`config.mk`:
```
export PLATFORM = sky130hd
export DESIGN_NAME = fenced_ring_space_allocator_flat
export DESIGN_NICKNAME = d
export VERILOG_FILES = /design/src/rtl/frsa_pkg.sv /design/src/rtl/frsa_req_if.sv /design/src/rtl/frsa_rsp_if.sv /design/src/rtl/frsa_front.sv /design/src/rtl/frsa_back.sv /design/src/rtl/fenced_ring_space_allocator.sv /design/src/flat_wrapper.sv
export SDC_FILE = /design/constraint.sdc
export NUM_CORES = 2
export LEC_CHECK = 0
export BUFFER_PORTS_ARGS = -buffer_cell sky130_fd_sc_hd__buf_2
export CELL_PAD_IN_SITES_DETAIL_PLACEMENT = 1
export CELL_PAD_IN_SITES_GLOBAL_PLACEMENT = 1
export CORE_MARGIN = 2
export CORE_UTILIZATION = 40
export DETAILED_ROUTE_END_ITERATION = 16
export HOLD_SLACK_MARGIN = 0.12
export MAX_ROUTING_LAYER = met4
export PLACE_DENSITY = 0.69
export SLEW_MARGIN = 30
export SYNTH_ARGS = -nofsm -noshare
export SYNTH_HDL_FRONTEND = slang
export SYNTH_SLANG_ARGS = --single-unit
```
`constraint.sdc`:
```
create_clock -name clk -period 14.6 [get_ports clk]
set_input_delay 0 -clock clk [delete_from_list [all_inputs] [get_ports clk]]
set_output_delay 0 -clock clk [all_outputs]
set_load 0.02 [all_outputs]
```
`src/rtl/frsa_pkg.sv`:
```
// Package for the fenced ring space allocator: widths, codes, command type.
`timescale 1ns / 1ps
`default_nettype none
package frsa_pkg;

	localparam int FRAME_QUEUE_DEPTH_DEF = 8;
	localparam int OFFSET_BITS_DEF       = 32;

	localparam int MODE_W   = 2;
	localparam int SIZE_W   = 32;
	localparam int FENCE_W  = 64;
	localparam int CAP_W    = 32;
	localparam int STATUS_W = 2;
	localparam int REGION_W = 32;
	localparam int USED_W   = 32;
	localparam int PEND_W   = 4;

	localparam logic [63:0] CAP_RESET = 64'd65536;

	localparam logic [MODE_W-1:0] MODE_ALLOC   = 2'd0;
	localparam logic [MODE_W-1:0] MODE_FINISH  = 2'd1;
	localparam logic [MODE_W-1:0] MODE_RELEASE = 2'd2;

	localparam logic [STATUS_W-1:0] ST_OK       = 2'd0;
	localparam logic [STATUS_W-1:0] ST_NO_SPACE = 2'd1;
	localparam logic [STATUS_W-1:0] ST_OVERFLOW = 2'd2;

	typedef enum logic [1:0] {
		OP_NOP,
		OP_ALLOC,
		OP_FINISH,
		OP_RELEASE
	} op_t;

	typedef enum logic {
		BK_IDLE,
		BK_RELEASE
	} back_state_t;

	typedef struct packed {
		op_t                op;
		logic [SIZE_W-1:0]  size;
		logic [FENCE_W-1:0] fence;
	} cmd_t;

endpackage
`default_nettype wire

```
`src/rtl/frsa_req_if.sv`:
```
// Request channel interface: mode, size and fence per beat.
`timescale 1ns / 1ps
`default_nettype none
interface frsa_req_if;
	import frsa_pkg::*;

	logic                valid;
	logic                ready;
	logic [MODE_W-1:0]   mode;
	logic [SIZE_W-1:0]   request_size;
	logic [FENCE_W-1:0]  fence_value;

	modport source (output valid, output mode, output request_size, output fence_value,
		input ready);
	modport sink (input valid, input mode, input request_size, input fence_value,
		output ready);
endinterface
`default_nettype wire

```
`src/rtl/frsa_rsp_if.sv`:
```
// Result channel interface: status, region offset, used space, pending frames.
`timescale 1ns / 1ps
`default_nettype none
interface frsa_rsp_if;
	import frsa_pkg::*;

	logic                valid;
	logic                ready;
	logic [STATUS_W-1:0] status;
	logic [REGION_W-1:0] region_offset;
	logic [USED_W-1:0]   used_space;
	logic [PEND_W-1:0]   pending_frames;

	modport source (output valid, output status, output region_offset, output used_space,
		output pending_frames, input ready);
	modport sink (input valid, input status, input region_offset, input used_space,
		input pending_frames, output ready);
endinterface
`default_nettype wire

```
`src/rtl/frsa_front.sv`:
```
// Front end: accepts request beats, decodes mode and queues commands.
`timescale 1ns / 1ps
`default_nettype none
module frsa_front (
	input  wire              clk,
	input  wire              arst_n,
	frsa_req_if.sink         req,
	output logic             cmd_valid,
	output frsa_pkg::cmd_t   cmd,
	input  wire              cmd_pop
);
	import frsa_pkg::*;

	cmd_t       q_q [2];
	logic       wptr_q;
	logic       rptr_q;
	logic [1:0] cnt_q;
	logic       push;
	cmd_t       dec;

	assign req.ready = (cnt_q != 2'd2);
	assign push      = req.valid && req.ready;
	assign cmd_valid = (cnt_q != 2'd0);
	assign cmd       = q_q[rptr_q];

	always_comb begin
		dec.size  = req.request_size;
		dec.fence = req.fence_value;
		unique case (req.mode)
			MODE_ALLOC:   dec.op = OP_ALLOC;
			MODE_FINISH:  dec.op = OP_FINISH;
			MODE_RELEASE: dec.op = OP_RELEASE;
			default:      dec.op = OP_NOP;
		endcase
	end

	always_ff @(posedge clk) begin
		if (push) begin
			q_q[wptr_q] <= dec;
		end
	end

	always_ff @(posedge clk or negedge arst_n) begin
		if (!arst_n) begin
			wptr_q <= 1'b0;
			rptr_q <= 1'b0;
			cnt_q  <= 2'd0;
		end else begin
			if (push) begin
				wptr_q <= ~wptr_q;
			end
			if (cmd_pop) begin
				rptr_q <= ~rptr_q;
			end
			unique case ({push, cmd_pop})
				2'b10:   cnt_q <= cnt_q + 2'd1;
				2'b01:   cnt_q <= cnt_q - 2'd1;
				default: cnt_q <= cnt_q;
			endcase
		end
	end
endmodule
`default_nettype wire

```
`src/rtl/frsa_back.sv`:
```
// Back end: ring state, frame queue, command execution and result register.
`timescale 1ns / 1ps
`default_nettype none
module frsa_back #(
	parameter int FRAME_QUEUE_DEPTH = frsa_pkg::FRAME_QUEUE_DEPTH_DEF,
	parameter int OFFSET_BITS       = frsa_pkg::OFFSET_BITS_DEF
) (
	input  wire                       clk,
	input  wire                       arst_n,
	input  wire                       cfg_we,
	input  wire [frsa_pkg::CAP_W-1:0] cfg_wdata,
	input  wire                       cmd_valid,
	input  frsa_pkg::cmd_t            cmd,
	output logic                      cmd_pop,
	frsa_rsp_if.source                rsp
);
	import frsa_pkg::*;

	localparam int OW = OFFSET_BITS;
	localparam int AW = ((OW > SIZE_W) ? OW : SIZE_W) + 1;
	localparam int PW = $clog2(FRAME_QUEUE_DEPTH);
	localparam int CW = $clog2(FRAME_QUEUE_DEPTH + 1);
	localparam logic [OW-1:0] CAP_RST = CAP_RESET[OW-1:0];

	function automatic logic [PW-1:0] ptr_inc(input logic [PW-1:0] p);
		return (p == PW'(FRAME_QUEUE_DEPTH - 1)) ? '0 : p + 1'b1;
	endfunction

	logic [OW-1:0]      cap_q, tail_q, head_q, held_q, frame_q;
	logic [FENCE_W-1:0] qfence_q [FRAME_QUEUE_DEPTH];
	logic [OW-1:0]      qtail_q  [FRAME_QUEUE_DEPTH];
	logic [OW-1:0]      qspace_q [FRAME_QUEUE_DEPTH];
	logic [PW-1:0]      rptr_q, wptr_q;
	logic [CW-1:0]      cnt_q;
	back_state_t        state_q, state_d;
	logic [FENCE_W-1:0] fence_q;

	logic                res_valid_q;
	logic [STATUS_W-1:0] status_q;
	logic [REGION_W-1:0] region_q;

	logic res_free, pop_ok, do_exec, do_pop, do_emit_rel, res_set;
	logic q_full;

	// allocation datapath
	logic [AW-1:0] tail_x, head_x, cap_x, size_x, end_x, chg_x, skip_x;
	logic [OW-1:0] skipped, alloc_tail, alloc_where;
	logic          alloc_ok;
	logic [63:0]   where64, held64, cfg64;
	logic [63:0]   cnt64;

	assign tail_x = {{(AW-OW){1'b0}}, tail_q};
	assign head_x = {{(AW-OW){1'b0}}, head_q};
	assign cap_x  = {{(AW-OW){1'b0}}, cap_q};
	assign size_x = {{(AW-SIZE_W){1'b0}}, cmd.size};
	assign end_x  = tail_x + size_x;
	assign skipped = (cap_q >= tail_q) ? cap_q - tail_q : '0;
	assign skip_x  = {{(AW-OW){1'b0}}, skipped} + size_x;

	always_comb begin
		alloc_ok    = 1'b0;
		alloc_tail  = tail_q;
		alloc_where = '0;
		chg_x       = '0;
		if (held_q >= cap_q) begin
			alloc_ok = 1'b0;
		end else if (tail_q >= head_q) begin
			if (end_x <= cap_x) begin
				alloc_ok    = 1'b1;
				alloc_where = tail_q;
				alloc_tail  = end_x[OW-1:0];
				chg_x       = size_x;
			end else if (size_x <= head_x) begin
				alloc_ok    = 1'b1;
				alloc_where = '0;
				alloc_tail  = size_x[OW-1:0];
				chg_x       = skip_x;
			end
		end else if (end_x <= head_x) begin
			alloc_ok    = 1'b1;
			alloc_where = tail_q;
			alloc_tail  = end_x[OW-1:0];
			chg_x       = size_x;
		end
	end

	assign q_full   = (cnt_q >= CW'(FRAME_QUEUE_DEPTH));
	assign res_free = !res_valid_q || rsp.ready;
	assign pop_ok   = (cnt_q != '0) && (qfence_q[rptr_q] <= fence_q);

	// next state
	always_comb begin
		state_d = state_q;
		unique case (state_q)
			BK_IDLE: begin
				if (cmd_valid && res_free && cmd.op == OP_RELEASE) begin
					state_d = BK_RELEASE;
				end
			end
			BK_RELEASE: begin
				if (!pop_ok && res_free) begin
					state_d = BK_IDLE;
				end
			end
			default: state_d = BK_IDLE;
		endcase
	end

	// control outputs
	always_comb begin
		do_exec     = 1'b0;
		do_pop      = 1'b0;
		do_emit_rel = 1'b0;
		unique case (state_q)
			BK_IDLE:    do_exec = cmd_valid && res_free;
			BK_RELEASE: begin
				do_pop      = pop_ok;
				do_emit_rel = !pop_ok && res_free;
			end
			default: ;
		endcase
	end

	assign cmd_pop = do_exec;
	assign res_set = (do_exec && cmd.op != OP_RELEASE) || do_emit_rel;

	assign cfg64   = {32'b0, cfg_wdata};
	assign where64 = {{(64-OW){1'b0}}, alloc_where};
	assign held64  = {{(64-OW){1'b0}}, held_q};
	assign cnt64   = {{(64-CW){1'b0}}, cnt_q};

	assign rsp.valid          = res_valid_q;
	assign rsp.status         = status_q;
	assign rsp.region_offset  = region_q;
	assign rsp.used_space     = held64[USED_W-1:0];
	assign rsp.pending_frames = cnt64[PEND_W-1:0];

	always_ff @(posedge clk) begin
		if (do_exec && cmd.op == OP_FINISH && !q_full) begin
			qfence_q[wptr_q] <= cmd.fence;
			qtail_q[wptr_q]  <= tail_q;
			qspace_q[wptr_q] <= frame_q;
		end
		if (do_exec) begin
			fence_q <= cmd.fence;
		end
	end

	always_ff @(posedge clk or negedge arst_n) begin
		if (!arst_n) begin
			cap_q       <= CAP_RST;
			tail_q      <= '0;
			head_q      <= '0;
			held_q      <= '0;
			frame_q     <= '0;
			rptr_q      <= '0;
			wptr_q      <= '0;
			cnt_q       <= '0;
			state_q     <= BK_IDLE;
			res_valid_q <= 1'b0;
			status_q    <= ST_OK;
			region_q    <= '0;
		end else if (cfg_we) begin
			cap_q   <= cfg64[OW-1:0];
			tail_q  <= '0;
			head_q  <= '0;
			held_q  <= '0;
			frame_q <= '0;
			rptr_q  <= '0;
			wptr_q  <= '0;
			cnt_q   <= '0;
			state_q <= BK_IDLE;
		end else begin
			state_q <= state_d;
			if (res_set) begin
				res_valid_q <= 1'b1;
			end else if (rsp.ready) begin
				res_valid_q <= 1'b0;
			end
			if (do_exec) begin
				unique case (cmd.op)
					OP_ALLOC: begin
						if (alloc_ok) begin
							status_q <= ST_OK;
							region_q <= where64[REGION_W-1:0];
							tail_q   <= alloc_tail;
							held_q   <= held_q + chg_x[OW-1:0];
							frame_q  <= frame_q + chg_x[OW-1:0];
						end else begin
							status_q <= ST_NO_SPACE;
							region_q <= '0;
						end
					end
					OP_FINISH: begin
						region_q <= '0;
						if (q_full) begin
							status_q <= ST_OVERFLOW;
						end else begin
							status_q <= ST_OK;
							wptr_q   <= ptr_inc(wptr_q);
							cnt_q    <= cnt_q + 1'b1;
							frame_q  <= '0;
						end
					end
					OP_RELEASE: ;
					OP_NOP: begin
						status_q <= ST_OK;
						region_q <= '0;
					end
					default: ;
				endcase
			end
			if (do_pop) begin
				held_q <= (qspace_q[rptr_q] <= held_q) ? held_q - qspace_q[rptr_q] : '0;
				head_q <= qtail_q[rptr_q];
				rptr_q <= ptr_inc(rptr_q);
				cnt_q  <= cnt_q - 1'b1;
			end
			if (do_emit_rel) begin
				status_q <= ST_OK;
				region_q <= '0;
			end
		end
	end
endmodule
`default_nettype wire

```
`src/rtl/fenced_ring_space_allocator.sv`:
```
// Top level of the fenced ring space allocator.
//
// req carries one command per beat: mode 0 allocates request_size units at
// the ring tail (wrapping to offset 0 when the tail space is short), mode 1
// queues the current frame with fence_value, mode 2 releases frames from the
// queue head while their fence is at or below fence_value. rsp returns one
// beat per command: status, region offset, used space and pending frame count.
// cfg_we/cfg_wdata write the ring capacity and clear the ring; write only
// while idle.
// Allocate, finish and unused mode pass through the command queue and set the
// result register; release enters a release state that pops one frame per
// cycle through the frame queue read port, then sets the result register.
// One allocate or finish is executed per cycle while the result register is
// free; a release holds the back end until its result is set. A two-entry
// command queue keeps req accepting while a result waits; when rsp stalls the
// result register holds, the back end waits and a full queue drops req ready.
// Reset: capacity 65536, ring empty, frame queue empty.
`timescale 1ns / 1ps
`default_nettype none
module fenced_ring_space_allocator #(
	parameter int FRAME_QUEUE_DEPTH = frsa_pkg::FRAME_QUEUE_DEPTH_DEF,
	parameter int OFFSET_BITS       = frsa_pkg::OFFSET_BITS_DEF
) (
	input  wire                       clk,
	input  wire                       arst_n,
	input  wire                       cfg_we,
	input  wire [frsa_pkg::CAP_W-1:0] cfg_wdata,
	frsa_req_if.sink                  req,
	frsa_rsp_if.source                rsp
);
	import frsa_pkg::*;

	logic cmd_valid;
	cmd_t cmd;
	logic cmd_pop;

	frsa_front u_front (
		.clk       (clk),
		.arst_n    (arst_n),
		.req       (req),
		.cmd_valid (cmd_valid),
		.cmd       (cmd),
		.cmd_pop   (cmd_pop)
	);

	frsa_back #(
		.FRAME_QUEUE_DEPTH (FRAME_QUEUE_DEPTH),
		.OFFSET_BITS       (OFFSET_BITS)
	) u_back (
		.clk       (clk),
		.arst_n    (arst_n),
		.cfg_we    (cfg_we),
		.cfg_wdata (cfg_wdata),
		.cmd_valid (cmd_valid),
		.cmd       (cmd),
		.cmd_pop   (cmd_pop),
		.rsp       (rsp)
	);
endmodule
`default_nettype wire
```
`src/flat_wrapper.sv`:
```
// flat-port wrapper written by rule: the top's interface ports become plain ports
module fenced_ring_space_allocator_flat import frsa_pkg::*;
#(
	parameter int FRAME_QUEUE_DEPTH = frsa_pkg::FRAME_QUEUE_DEPTH_DEF,
	parameter int OFFSET_BITS       = frsa_pkg::OFFSET_BITS_DEF
)
  (clk, arst_n, cfg_we, cfg_wdata, req_valid, req_mode, req_request_size, req_fence_value, req_ready, rsp_valid, rsp_status, rsp_region_offset, rsp_used_space, rsp_pending_frames, rsp_ready);
  frsa_req_if req_i ();
  frsa_rsp_if rsp_i ();
  input  wire clk;
  input  wire arst_n;
  input  wire cfg_we;
  input  wire [frsa_pkg::CAP_W-1:0] cfg_wdata;
  input wire logic [$bits(req_i.valid)-1:0] req_valid;
  input wire logic [$bits(req_i.mode)-1:0] req_mode;
  input wire logic [$bits(req_i.request_size)-1:0] req_request_size;
  input wire logic [$bits(req_i.fence_value)-1:0] req_fence_value;
  output wire logic [$bits(req_i.ready)-1:0] req_ready;
  output wire logic [$bits(rsp_i.valid)-1:0] rsp_valid;
  output wire logic [$bits(rsp_i.status)-1:0] rsp_status;
  output wire logic [$bits(rsp_i.region_offset)-1:0] rsp_region_offset;
  output wire logic [$bits(rsp_i.used_space)-1:0] rsp_used_space;
  output wire logic [$bits(rsp_i.pending_frames)-1:0] rsp_pending_frames;
  input wire logic [$bits(rsp_i.ready)-1:0] rsp_ready;
  assign req_i.valid = req_valid;
  assign req_i.mode = req_mode;
  assign req_i.request_size = req_request_size;
  assign req_i.fence_value = req_fence_value;
  assign req_ready = req_i.ready;
  assign rsp_valid = rsp_i.valid;
  assign rsp_status = rsp_i.status;
  assign rsp_region_offset = rsp_i.region_offset;
  assign rsp_used_space = rsp_i.used_space;
  assign rsp_pending_frames = rsp_i.pending_frames;
  assign rsp_i.ready = rsp_ready;
  fenced_ring_space_allocator #(.FRAME_QUEUE_DEPTH(FRAME_QUEUE_DEPTH), .OFFSET_BITS(OFFSET_BITS)) u_core (.clk(clk), .arst_n(arst_n), .cfg_we(cfg_we), .cfg_wdata(cfg_wdata), .req(req_i), .rsp(rsp_i));
endmodule
```
==> metrics.txt <==
status finished clean; fillers 17400; fin. max-slew vios 0; final setup fails 0; Layout area overhead 17.9%; Crit. End Element flip-flop; Crit-path slowest cell dfrtp_4; area occupied by multi-input gates roughly 0.026 mm²; internal power approximately 11 mW; layout cells sized above 1 between 15 and 20%; max-capacitance violation count 0; CORE AREA roughly 0.18 mm²; Ys Warns 0; CTS buffer count about 160; DP Wirelength 139000 µm; global-route wire length before repair between 300000 and 400000 µm; setup_tns 0 ns; Die ar. 0.182 mm²; Post-Synthesis Cells roughly 4900; worst reg2reg startpoint u_core.u_front.rptr_q$_DFFE_PN0P_; Die W roughly 430 µm; Critical Path Fanout Max 36; initial drt markers about 3500; syn_nets ~5400; final setup margin between 2 and 3 ns; mean area per synthesized cell ~15 µm²; HP Class input pin to flip-flop; DRT Pass-1 Iters 7; worst reg2reg endpoint u_core.u_back.rsp.used_space[30]$_DFFE_PN0P_; RSZ-0062 raised after global routing false; vias between 40000 and 50000; CP max stage delay 0.84 ns; Cell Pwr Density roughly 210 mW/mm²; Tot Pwr between 15 and 20 mW; gr usage total between 20% and 30%; Rel. slew slack about 32%; antenna violations before repair 5; CP startpoint u_core.u_front.rptr_q$_DFFE_PN0P_; Post-synth EDFFs 1284; final core utilization a little under half; Worst VDD drop about 0.19 mV; R2R setup slack ~2.5 ns; post-place instance area around 0.076 mm²; Net Sw Frac between 40 and 50%; Period minus WS final about 12 ns; CTS resizes 0; final cycle utilization of the critical path roughly 83%; Worst-Margin Slew 1.01 ns; via-per-instance ratio ~5.7; grt total ovfl 0; port buffer count 206; # DRC 0; Critical Path RT 15.30 ns; final antenna-violating net count 0; top_reg_cell synth edfxtp_1; Worst-path clk slew ~0.06 ns; TritonCTS clock tree built; wire length per cell between 20 and 30 µm; CTS root buffer clkbuf_16; leakage a little over 30 nW; fmax between 0.08 and 0.09 GHz; Synth top area share 54.1%; starting utilization of the core area between 40% and 50%; top post-synthesis cells by area edfxtp_1 (54%), mux4_2 (8.1%), dfrtp_1 (7.3%); register share of total power roughly a third; cells on worst reg2reg path 44; CP arrival approximately 13 ns; Ports just over 200; pin count of the biggest net entering global routing roughly 130; hold path depth 4; post-placement setup slack approximately 2.8 ns; Hold Startpoint req_valid; post-route cell area 0.0841 mm²; Worst Hold Endpoint u_core.u_front.wptr_q$_DFFE_PN0P_; Worst setup SP type flip-flop; WL final approximately 210000 µm; Comb power frac between 40% and 50%; Synth area leader edfxtp_1; GP Congestion about 0.9; Chip Height about 430 µm; NumNets Final 6003; FF+latch count, synth about 1500; post-synthesis sequential area ratio about three fifths; vias in the first global route about 48000; Setup CP Type flip-flop to flip-flop; clock power share between 20% and 30%; Distinct cells, synth 95; clock sinks roughly 1500; num rows about 150; skew final 0.0342 ns; H-tree lvl count 4; Sw Pwr approximately 7.3 mW; clock latency on the worst-skew pair ~0.83 ns; synthesized cell area ~0.071 mm²; ys async rst share 14.1%; final hold vios 0; CTS max path bufs 3; Register Area between 0.04 and 0.05 mm²
[cells in the final DEF (no fill, tap or decap), types with 89 or more instances in the layout]
| cell type | Yosys | routed |
|---|---|---|
| o21ai_0 | 178 | 178 |
| inv_1 | 240 | 240 |
| edfxtp_1 | 1284 | 1284 |
| nor2_1 | 278 | 269 |
| mux2i_1 | 89 | 89 |
| a21oi_1 | 250 | 250 |
| clkbuf_16 | 0 | 162 |
| ha_1 | 412 | 412 |
| mux4_2 | 256 | 256 |
| a21o_1 | 100 | 99 |
| dfrtp_1 | 209 | 205 |
| xnor2_1 | 107 | 107 |
| nand2_1 | 252 | 252 |
| dlygate4sd3_1 | 0 | 304 |
| mux2_2 | 160 | 160 |
| buf_2 | 3 | 204 |
[stage by stage]
step | cells | hold WS [ns]
global placement | 7314 | -0.0465
detailed placement | 7322 | -0.0477
finish | 7926 | 0.187
floorplan | 4874 | -0.296
CTS | 7923 | 0.124
global route | 7924 | 0.187
[power groups by stage]
stage	clock (mW)	sequential, mW	combinational, mW
floorplan	0	5.91	5.30
global placement	0	5.96	7.58
detailed placement	0	6.00	7.80
CTS	4.21	5.91	7.93
global route	4.37	5.96	8.75
finish	4.13	5.91	8.01
[worst max-delay path: cells and delay by family, from the launching register on]
kind / cells / cell delay (ns)
buf+inv: 3 / 0.57
simple gates: 11 / 1.89
mux: 1 / 0.50
compound gates: 25 / 6.88
fa+ha+maj: 3 / 1.04
xor+xnor: 1 / 0.19
flops: 1 / 0.84
[sequential cells by signal, indices dropped and copies added, names as in the netlist, 2 cells and up]
| signal | cells |
|---|---|
| u_core.u_back.cap_q | 32 |
| u_core.u_back.fence_q | 64 |
| u_core.u_back.frame_q | 32 |
| u_core.u_back.head_q | 32 |
| u_core.u_back.qfence_q | 512 |
| u_core.u_back.qspace_q | 256 |
| u_core.u_back.qtail_q | 256 |
| u_core.u_back.rptr_q | 3 |
| u_core.u_back.rsp.pending_frames | 4 |
| u_core.u_back.rsp.region_offset | 32 |
| u_core.u_back.rsp.status | 2 |
| u_core.u_back.rsp.used_space | 32 |
| u_core.u_back.tail_q | 32 |
| u_core.u_back.wptr_q | 3 |
| u_core.u_front.cnt_q | 2 |
| u_core.u_front.q_q | 196 |
[final cells by class]
cell class,instances,area share [%]
diodes,2,0.00595
multi-input cells,2958,31.0
repair buffers,595,5.95
clock inverters,82,1.19
inverters,241,1.08
flip-flops and latches,1494,52.1
clock buffers,214,5.14
well taps,2340,3.48
[cell families after synthesis]
group                      share of synthesized area [%]
xor gates and xnor gates                            2.03
adders and majority gates                           7.54
DFF                                                 61.4
buffers and inverters                               2.23
and+or+nand+nor                                     6.01
muxes                                               11.9
AOI/OAI and AO/OA                                   8.86
[routing by layer]
layer  track usage [%]  vias up  wire length [µm]
met5                 -        -                 0
met4              7.01        0              6020
met3              3.12      303              8470
met2              41.4     1067            108000
met1              29.9    23600             89200
li1                  -    20100                 -
[worst max-delay path by stage]
stage                                                              end  cells past startpoint  slack, ns
after floorplan                 u_core.u_back.qfence_q[1][0]$_DFFE_PP_                     10       1.66
after global placement    u_core.u_back.rsp.used_space[31]$_DFFE_PN0P_                     44       3.18
after detailed placement  u_core.u_back.rsp.used_space[30]$_DFFE_PN0P_                     44       2.79
after CTS                 u_core.u_back.rsp.used_space[30]$_DFFE_PN0P_                     44       2.71
after global routing      u_core.u_back.rsp.used_space[30]$_DFFE_PN0P_                     44       1.63
final                     u_core.u_back.rsp.used_space[30]$_DFFE_PN0P_                     44       2.54
[synth_stat cells (all sizes together) (15+ instances only)]
master / number
xor2: 58
nand2b: 39
nand2: 252
o21bai: 27
edfxtp: 1284
xnor2: 107
nand3: 49
nor4: 15
nor2b: 30
nor3: 64
a21o: 100
o21a: 32
and3: 33
clkbuf: 138
a311oi: 25
mux2i: 89
buf: 43
ha: 412
a22o: 38
nand4: 65
or3: 16
o21ai: 188
o211ai: 17
a31oi: 37
mux4: 256
and2: 19
inv: 240
o31ai: 21
nor2: 279
a21oi: 253
a211oi: 58
mux2: 161
a22oi: 22
dfrtp: 209
or2: 19
[repair_timing]
action,in CTS,in global routing
setup buffers,0,0
hold buffers,305,0
hold endpoints to repair,550,0
No activity file was read; power rests on OpenSTA's default activity.
